<file path="src/design/sphr_pkg.sv">
`timescale 1ns / 1ps
// shared types and constants for the solenoid pulse/hold/release driver
package sphr_pkg;

  localparam int CFG_IDX_W = 3;
  localparam int CFG_W     = 16;

  // configuration register indexes
  localparam logic [CFG_IDX_W-1:0] REG_PWM_PERIOD     = 3'd0;
  localparam logic [CFG_IDX_W-1:0] REG_PULSE_DUTY     = 3'd1;
  localparam logic [CFG_IDX_W-1:0] REG_HOLD_DUTY      = 3'd2;
  localparam logic [CFG_IDX_W-1:0] REG_RELEASE_DUTY   = 3'd3;
  localparam logic [CFG_IDX_W-1:0] REG_PULSE_LENGTH   = 3'd4;
  localparam logic [CFG_IDX_W-1:0] REG_RELEASE_LENGTH = 3'd5;
  localparam logic [CFG_IDX_W-1:0] REG_TIMEOUT_LIMIT  = 3'd6;

  // register reset values
  localparam logic [CFG_W-1:0] RST_PWM_PERIOD     = 16'd800;
  localparam logic [CFG_W-1:0] RST_PULSE_DUTY     = 16'd400;
  localparam logic [CFG_W-1:0] RST_HOLD_DUTY      = 16'd200;
  localparam logic [CFG_W-1:0] RST_RELEASE_DUTY   = 16'd100;
  localparam logic [CFG_W-1:0] RST_PULSE_LENGTH   = 16'd25000;
  localparam logic [CFG_W-1:0] RST_RELEASE_LENGTH = 16'd10000;
  localparam logic [CFG_W-1:0] RST_TIMEOUT_LIMIT  = 16'd6900;

  typedef enum logic [2:0] {
    PH_IDLE    = 3'd0,
    PH_PULSE   = 3'd1,
    PH_HOLD    = 3'd2,
    PH_RELEASE = 3'd3,
    PH_TIMEOUT = 3'd4
  } phase_t;

  typedef struct packed {
    logic [7:0] request;
    logic       slow_tick;
  } in_word_t;

  typedef struct packed {
    logic [7:0] drive;
    logic [2:0] phase;
  } out_word_t;

endpackage

</file>
<file path="src/design/solenoid_pulse_hold_release.sv">
`timescale 1ns / 1ps
// peak-and-hold solenoid driver: phase decision, pwm compare and counters
// an accepted word's result appears in the output register in the cycle after it is accepted
// throughput: one word per cycle while the output is not stalled; the single output register sets this, and a
// word is still taken while the held result is being read out
// reset: synchronous, clears all counters, the held pattern and the output
// valid, and loads the configuration registers with their default values
module solenoid_pulse_hold_release
  import sphr_pkg::*;
(
  input  logic                 clk,
  input  logic                 rst,
  input  logic                 in_valid,
  output logic                 in_stall,
  input  in_word_t             in_data,
  output logic                 out_valid,
  input  logic                 out_stall,
  output out_word_t            out_data,
  input  logic                 cfg_we,
  input  logic [CFG_IDX_W-1:0] cfg_index,
  input  logic [CFG_W-1:0]     cfg_data
);

  // configuration
  logic [15:0] pwm_period, pulse_duty, hold_duty, release_duty;
  logic [15:0] pulse_length, release_length, timeout_limit;

  // state
  logic [15:0] pwm_position, pwm_position_next;
  logic [7:0]  held_pattern, held_pattern_next;
  logic [15:0] pulse_count, pulse_count_next;
  logic [15:0] release_count, release_count_next;
  logic        release_active, release_active_next;
  logic [15:0] timeout_count, timeout_count_next;
  logic        timeout_enabled, timeout_enabled_next;

  logic        accept;
  phase_t      phase_c;
  logic [7:0]  drive_c;
  logic [15:0] tc_mid;
  logic [15:0] rc_start;
  logic [15:0] rc_dec;
  logic [16:0] pos_inc;

  assign in_stall = out_valid & out_stall;
  assign accept   = in_valid & ~in_stall;

  always_ff @(posedge clk) begin
    if (rst) begin
      pwm_period     <= RST_PWM_PERIOD;
      pulse_duty     <= RST_PULSE_DUTY;
      hold_duty      <= RST_HOLD_DUTY;
      release_duty   <= RST_RELEASE_DUTY;
      pulse_length   <= RST_PULSE_LENGTH;
      release_length <= RST_RELEASE_LENGTH;
      timeout_limit  <= RST_TIMEOUT_LIMIT;
    end else if (cfg_we) begin
      case (cfg_index)
        REG_PWM_PERIOD:     pwm_period     <= cfg_data;
        REG_PULSE_DUTY:     pulse_duty     <= cfg_data;
        REG_HOLD_DUTY:      hold_duty      <= cfg_data;
        REG_RELEASE_DUTY:   release_duty   <= cfg_data;
        REG_PULSE_LENGTH:   pulse_length   <= cfg_data;
        REG_RELEASE_LENGTH: release_length <= cfg_data;
        REG_TIMEOUT_LIMIT:  timeout_limit  <= cfg_data;
        default: ;
      endcase
    end
  end

  always_comb begin
    phase_c              = PH_IDLE;
    drive_c              = 8'd0;
    held_pattern_next    = held_pattern;
    pulse_count_next     = pulse_count;
    release_count_next   = release_count;
    release_active_next  = release_active;
    timeout_enabled_next = timeout_enabled;
    tc_mid               = timeout_count;
    rc_start             = release_active ? release_count : release_length;
    rc_dec               = rc_start - 16'd1;

    if (in_data.request != 8'd0 && timeout_count >= timeout_limit) begin
      phase_c              = PH_TIMEOUT;
      timeout_enabled_next = 1'b0;
      held_pattern_next    = 8'd0;
    end else if (in_data.request == 8'd0 && held_pattern == 8'd0) begin
      phase_c              = PH_IDLE;
      timeout_enabled_next = 1'b0;
      tc_mid               = 16'd0;
    end else if (in_data.request == held_pattern) begin
      phase_c = PH_HOLD;
      if (pwm_position < hold_duty) begin
        drive_c = in_data.request;
      end
    end else if (in_data.request != 8'd0) begin
      phase_c              = PH_PULSE;
      timeout_enabled_next = 1'b1;
      if (pulse_count < pulse_length) begin
        // counting only runs in the off part of the period
        if (pwm_position < pulse_duty) begin
          drive_c = in_data.request;
        end else begin
          pulse_count_next = pulse_count + 16'd1;
        end
      end else begin
        held_pattern_next = in_data.request;
        pulse_count_next  = 16'd0;
      end
    end else begin
      phase_c = PH_RELEASE;
      if (rc_dec == 16'd0) begin
        release_active_next = 1'b0;
        release_count_next  = rc_dec;
        held_pattern_next   = 8'd0;
      end else begin
        release_active_next = 1'b1;
        release_count_next  = rc_dec;
        if (pwm_position < release_duty) begin
          drive_c = held_pattern;
        end
      end
    end

    // saturating timeout, gated by the enable as left by this word
    timeout_count_next = tc_mid;
    if (in_data.slow_tick && timeout_enabled_next) begin
      if (tc_mid < timeout_limit) begin
        timeout_count_next = tc_mid + 16'd1;
      end else begin
        timeout_count_next = timeout_limit;
      end
    end

    pos_inc           = {1'b0, pwm_position} + 17'd1;
    pwm_position_next = (pos_inc >= {1'b0, pwm_period}) ? 16'd0 : pos_inc[15:0];
  end

  always_ff @(posedge clk) begin
    if (rst) begin
      pwm_position    <= '0;
      held_pattern    <= '0;
      pulse_count     <= '0;
      release_count   <= '0;
      release_active  <= 1'b0;
      timeout_count   <= '0;
      timeout_enabled <= 1'b0;
    end else if (accept) begin
      pwm_position    <= pwm_position_next;
      held_pattern    <= held_pattern_next;
      pulse_count     <= pulse_count_next;
      release_count   <= release_count_next;
      release_active  <= release_active_next;
      timeout_count   <= timeout_count_next;
      timeout_enabled <= timeout_enabled_next;
    end
  end

  always_ff @(posedge clk) begin
    if (rst) begin
      out_valid <= 1'b0;
    end else if (accept) begin
      out_valid <= 1'b1;
    end else if (!out_stall) begin
      out_valid <= 1'b0;
    end
  end

  always_ff @(posedge clk) begin
    if (accept) begin
      out_data.drive <= drive_c;
      out_data.phase <= phase_c;
    end
  end

  a_stall_needs_result: assert property (@(posedge clk) disable iff (rst)
    in_stall |-> out_valid)
    else $error("input stalled with no result waiting");

  a_accept_gives_result: assert property (@(posedge clk) disable iff (rst)
    accept |=> out_valid)
    else $error("accepted word produced no result");

  a_timeout_disables: assert property (@(posedge clk) disable iff (rst)
    (accept && phase_c == PH_TIMEOUT) |=> (!timeout_enabled && held_pattern == 8'd0))
    else $error("timeout did not disable drive state");

  a_quiet_phases: assert property (@(posedge clk) disable iff (rst)
    (accept && (phase_c == PH_TIMEOUT || phase_c == PH_IDLE))
      |=> (out_data.drive == 8'd0))
    else $error("drive active in idle or timed out phase");

endmodule
</file>
<file path="config.mk">
export PLATFORM = sky130hd
export DESIGN_NAME = solenoid_pulse_hold_release
export DESIGN_NICKNAME = d
export VERILOG_FILES = /design/src/design/sphr_pkg.sv /design/src/design/solenoid_pulse_hold_release.sv
export SDC_FILE = /design/constraint.sdc
export NUM_CORES = 1
export LEC_CHECK = 0
export BUFFER_PORTS_ARGS = -buffer_cell sky130_fd_sc_hd__buf_2
export CAP_MARGIN = 10
export CORE_ASPECT_RATIO = 0.75
export CORE_MARGIN = 1.5
export CORE_UTILIZATION = 60
export DETAILED_ROUTE_END_ITERATION = 10
export GPL_TIMING_DRIVEN = 0
export PLACE_DENSITY = 0.78
export SYNTH_ARGS = -nofsm -noshare
export SYNTH_HDL_FRONTEND = slang
export SYNTH_SLANG_ARGS = --single-unit
</file>
<file path="constraint.sdc">
create_clock -name clk -period 4.85 [get_ports clk]
set_input_delay 0.2425 -clock clk [delete_from_list [all_inputs] [get_ports clk]]
set_output_delay 0.2425 -clock clk [all_outputs]
set_load 0.01 [all_outputs]
</file>
Word level (Yosys, flattened, before mapping)
Cells that the tools add are included.
{ "classes": {"eq_ne": 12, "shift": 0, "n_lt_le_gt_ge": 7, "muxes": 30, "n_addsub": 4, "n_mul": 0, "bitwise_logic": 7, "n_div": 0, "n_reduce_logical": 21} }
{ "ops": {"columns": ["operator", "n"], "rows": [
  ["16-bit two-way mux", 8],
  ["8-bit two-way mux", 13],
  ["16-bit less-than comparator", 5],
  ["16-bit by 1-bit adder with 16-bit output (second input constant)", 2],
  ["16-bit by 1-bit adder with 17-bit output (second input constant)", 1],
  ["17-bit by 16-bit greater-or-equal comparator with 1-bit output", 1],
  ["16-bit greater-or-equal comparator", 1],
  ["16-bit zero test", 1],
  ["8-bit zero test", 2],
  ["16-bit by 1-bit subtractor with 16-bit output (second input constant)", 1],
  ["2-bit AND reduction", 7],
  ["5-bit AND reduction", 2],
  ["3-bit == test (second input constant)", 3],
  ["8-bit == test", 1],
  ["8-bit nonzero test", 1],
  ["1-bit two-way mux", 7],
  ["3-bit by 2-bit == test with 1-bit output (second input constant)", 2],
  ["2-bit inequality test (second input constant)", 3],
  ["6-bit AND reduction", 1],
  ["1-bit NOT", 5],
  ["2-bit two-way mux", 2],
  ["3-bit by 1-bit == test with 1-bit output (second input constant)", 1],
  ["1-bit logical AND", 3],
  ["3-bit zero test", 1],
  ["6 further kinds", 7]
]} }
{ "totals": {"out_inout_bits": 13, "memories": 0, "latch_bits": 0, "word_cells": 100, "regBits": 198, "romBits": 0, "ram_bits": 0, "in_bits": 33} }

Longest topological paths before layout
{ "logic_depth": {"ltp_word": 8, "ltp_mapped": 16, "depth_no_buf": 15} }

Least setup slack after synthesis
Ideal clock, no wire load.
{ "synth_timing": {"path_type": "reg2reg", "start": "register release_active", "end": "register held_pattern[0]", "required_ns": 4.732, "setup_slack_ns": 0.825, "path_stages_with_launch": 15, "synth_period_minus_slack_ns": 4.025, "path_buffers": 5, "arrival_ns": 3.907, "cell_sequence": "dfxtp_1 -> buf_4 -> buf_2 -> buf_1 -> clkbuf_1 -> mux2i_1 -> ha_1 -> clkbuf_1 -> nand2_1 -> or3_1 -> o22ai_1 -> o21ai_1 -> or4_4 -> a211o_1 -> a32o_2"} }
{ "synth_between": {"elab_chain_cells": 5} }
{ "synth_rtl": {"columns": ["item", "line", "rtl"], "rows": [
  ["start, declared", "solenoid_pulse_hold_release.sv:33", "logic release_active, release_active_next;"],
  ["start signal, assigned", "solenoid_pulse_hold_release.sv:153", "release_active <= release_active_next;"],
  ["16-bit two-way mux", "solenoid_pulse_hold_release.sv:80", "rc_start = release_active ? release_count : release_length;"],
  ["16-bit by 1-bit subtractor with 16-bit output", "solenoid_pulse_hold_release.sv:81", "rc_dec = rc_start - 16'd1;"],
  ["via rc_dec[0]", "solenoid_pulse_hold_release.sv:42", "logic [15:0] rc_dec;"],
  ["16-bit zero test", "solenoid_pulse_hold_release.sv:112", "if (rc_dec == 16'd0) begin"],
  ["3-bit nonzero test (no line)", null, null],
  ["5-bit AND reduction (no line)", null, null],
  ["end signal, assigned", "solenoid_pulse_hold_release.sv:150", "held_pattern <= held_pattern_next;"],
  ["end, declared", "solenoid_pulse_hold_release.sv:30", "logic [7:0] held_pattern, held_pattern_next;"]
]} }
The timed path passes the listed nets, and every way through them passes these cells.
A chain may end at the register's enable or synchronous reset.

Final worst setup path
{ "layout_timing": {"start": "register held_pattern[1]", "end": "register timeout_count[11]"} }
{ "layout_between": {"elab_chain_cells": 7} }
{ "layout_rtl": {"columns": ["item", "line", "rtl"], "rows": [
  ["8-bit zero test", "solenoid_pulse_hold_release.sv:87", "end else if (in_data.request == 8'd0 && held_pattern == 8'd0) begin"],
  ["1-bit logical AND", "solenoid_pulse_hold_release.sv:87", null],
  ["16-bit two-way mux", "solenoid_pulse_hold_release.sv:87", null],
  ["16-bit two-way mux", "solenoid_pulse_hold_release.sv:83", "if (in_data.request != 8'd0 && timeout_count >= timeout_limit) begin"],
  ["16-bit by 1-bit adder with 16-bit output or 16-bit less-than comparator (tied branches)", "solenoid_pulse_hold_release.sv:129, solenoid_pulse_hold_release.sv:128", null],
  ["16-bit two-way mux", "solenoid_pulse_hold_release.sv:128", "if (tc_mid < timeout_limit) begin"],
  ["16-bit two-way mux (*)", "solenoid_pulse_hold_release.sv:127", "if (in_data.slow_tick && timeout_enabled_next) begin"],
  ["end signal, assigned", "solenoid_pulse_hold_release.sv:154", "timeout_count <= timeout_count_next;"],
  ["end, declared", "solenoid_pulse_hold_release.sv:34", "logic [15:0] timeout_count, timeout_count_next;"]
]} }
Every way passes the cells marked *; elsewhere a longest branch is shown, timed or not.

==> summary.md <==
| Metric | Value |
|---|---|
| Outcome | completed |
| Clk_skew | 0.01950 ns |
| First-pass GRT wire length | 53.31 mm |
| CTS tree | yes |
| Sequential fraction of the synthesis area | 0.3481 |
| RSZ-0062 raised after global routing | false |
| Most used flip-flop cell after synthesis | dfxtp_1 |
| Drt wl/cell | 19.10 um |
| Crit share post-route | 0.9584 |
| Hold Path Class | in -> reg |
| Layout cells sized above 1 | 0.06959 |
| Internal power | 2.499 mW |
| Number of global-route vias before repair | 9,995 |
| Number of distinct library cells after synthesis | 71 |
| WL final | 34.48 mm |
| RePlAce Congestion | 0.9767 |
| Setup ws final | 0.2015 ns |
| Most Crowded Layer GR | met2 |
| Syn Std Cell Area | 11,700 um2 |
| Fmax | 215.1 MHz |
| Crit path required time | 5.25 ns |
| Fin. max-slew vios | 0 |
| Post-Syn Instances | 1,477 |
| Die H | 124.0 um |
| Critical path type | reg -> reg |
| M3 GR Usage | 0.06327 |
| Die area | 20,360 um2 |
| CP Capture Type | flip-flop |
| Final hold slack | 0.01128 ns |
| First DRT Iteration DRCs | 1,258 |
| Syn avg cell area | 7.924 um2 |
| Syn nets | 1,622 |
| Hold buffers post-CTS | 0 |
| MaxCap Viol Count | 0 |
| Met2 usage | 0.5380 |
| Gr ovfl total | 0 |
| Crit Path Max Fanout | 10 |
| Pleak | 5.358 nW |
| FF+latch count, synth | 198 |
| Inserted Clock Buffers | 17 |
| Clock power frac | 0.414 |
| Clock period minus worst slack | 4.648 ns |
| Worst vdd ir | 236.5 uV |
| 1st-pass router iterations | 7 |
| Relative slew slack | 0.2556 |
| Worst-skew pair later-pin latency | 0.46 ns |
| Final HPWL DP | 25.10 mm |
| Via/cell ratio | 6.136 |
| Comb pwr share | 0.102 |
| Clock Path Buffers | 2 |
| # DRC | 0 |
| Switching share of total power | 0.2913 |
| Pwr Density | 274.4 nW/um2 |
| Met1 Track Usage GR | 0.4722 |
| TNS Setup | 0 ns |
| Total Nets Final | 1,684 |
| FP Rows | 44 |
| Inserted Diodes | 0 |
| Clk sink count | 198 |
| Synth warnings | 0 |
| Final setup violation count | 0 |
| Number of flops mapped to enable cells by yosys | 11 |
| Core Region | 19,210 um2 |
| Placed Instances | 1,774 |
| Final Hold Fails | 0 |
| Worst setup SP type | flip-flop |
| Sequential Power Share | 0.484 |
| Asr flop ratio synth | 0 |
| Hold path depth | 2 |
| Initial antenna violation count | 0 |
| Routed Antenna Nets | 0 |
| Port Buffer Count | 43 |
| Vias | 11,080 |
| Worst r2r path cells | 12 |
| Highest-count cells in the layout ignoring fill and taps | nand2_1, dfxtp_1, a21oi_1 |
| Die Span X | 164.3 um |
| Root Driver | clkbuf_16 |
| Slew @ Worst Pin | 1.108 ns |
| Critical path data arrival time | 5.05 ns |
| All-layer global routing usage | 0.3430 |
| Area delta synth->final | 9.782% |
| Place WS | -0.2601 ns |
| Starting Density | 0.6091 |
| Most common cell after layout, fill and taps aside | nand2_1 |
| Post-Layout Cell Count | 1,805 |
| CTS clk-pin slew, worst paths | 0.09 ns |
| Largest net degree at the start of global routing | 22 |
| Switch Pwr | 1.027 mW |
| CTS H-tree depth | 4 |
| I/O pin total | 46 |
## stage by stage
step,power [mW],cell area (um2),util
2_1_floorplan,1.955,11700,-
3_3_place_gp,2.081,12240,0.6368
3_5_place_dp,2.091,12240,0.6371
4_1_cts,3.515,12850,0.6686
5_1_grt,3.619,12850,0.6687
6_report,3.526,12850,0.6687
## final cells by class
cell class,instances,area [um2]
multi-input cells,1106,6979
fillers,1633,6365
flip-flops and latches,198,4074
clock buffers,17,425.4
inverters,113,424.2
well taps,253,316.6
plain buffers,59,236.5
repair buffers,44,220.2
clock inverters,15,172.7
## power by group through the flow
stage	Sequential, mW	Clock, mW	Combinational [mW]
after detailed placement	1.74	0	0.346
after floorplan	1.74	0	0.216
after global placement	1.74	0	0.338
after global routing	1.71	1.52	0.390
final	1.71	1.46	0.359
after CTS	1.71	1.46	0.350
## what timing repair did
action                     in CTS  in global routing
setup buffers                   0                  0
resized for setup               2                  3
hold endpoints to repair        0                  0
setup endpoints to repair      15                 30
pin swaps                       0                  0
## synth_stat cells, types with 17 or more instances
cell	n	area [um2]
xnor2_1	21	183.9
mux2i_1	26	260.3
nand4_1	26	162.7
dfxtp_1	187	3744
nor2_1	77	289.0
clkbuf_1	53	198.9
o21ai_0	55	275.3
nor3_1	20	100.1
or3_1	18	112.6
a21oi_1	154	770.7
o211ai_1	34	255.2
xor2_1	17	148.9
inv_1	111	416.7
nand3_1	43	215.2
and2_1	19	118.9
nand2_1	289	1085
a21o_1	25	187.7
ha_1	112	1401
## path summary, 6_finish.rpt
| path | slack [ns] | to | startpoint |
|---|---|---|---|
| max reg2reg | 0.20 | timeout_count[11] | held_pattern[1] |
| min | 0.01 | out_valid | in_valid |
| min reg2reg | 0.46 | hold_duty[13] | hold_duty[13] |
| max | 0.20 | timeout_count[11] | held_pattern[1] |
## logic make-up after synthesis
group,after synthesis,share of synthesized area
compound gates,361,0.1962
simple gates,562,0.2216
mux,32,0.02801
fa+ha+maj,112,0.1197
xor+xnor,39,0.02983
flops,198,0.3481
buf+inv,173,0.05655
## worst max-delay path: stages (launching register included)
cell and delay (ns):
dfxtp_1 0.36, nor4_1 0.42, nand4_1 0.46, clkbuf_1 0.39, and2_1 0.28, ha_1 0.32
a21o_1 0.20, a221o_1 0.38, a211oi_2 0.58, clkbuf_1 0.53, o21ai_0 0.19, a211oi_1 0.35
a21o_1 0.12
## routing by layer
metal | part of all wire | vias to the layer above | wire [um]
li1 | - | 5334 | -
met1 | 0.45 | 5181 | 15360
met2 | 0.44 | 483 | 15030
met3 | 0.089 | 78 | 3066
met4 | 0.030 | 0 | 1026
met5 | 0 | - | 0
(Power assumes the default switching activity.)
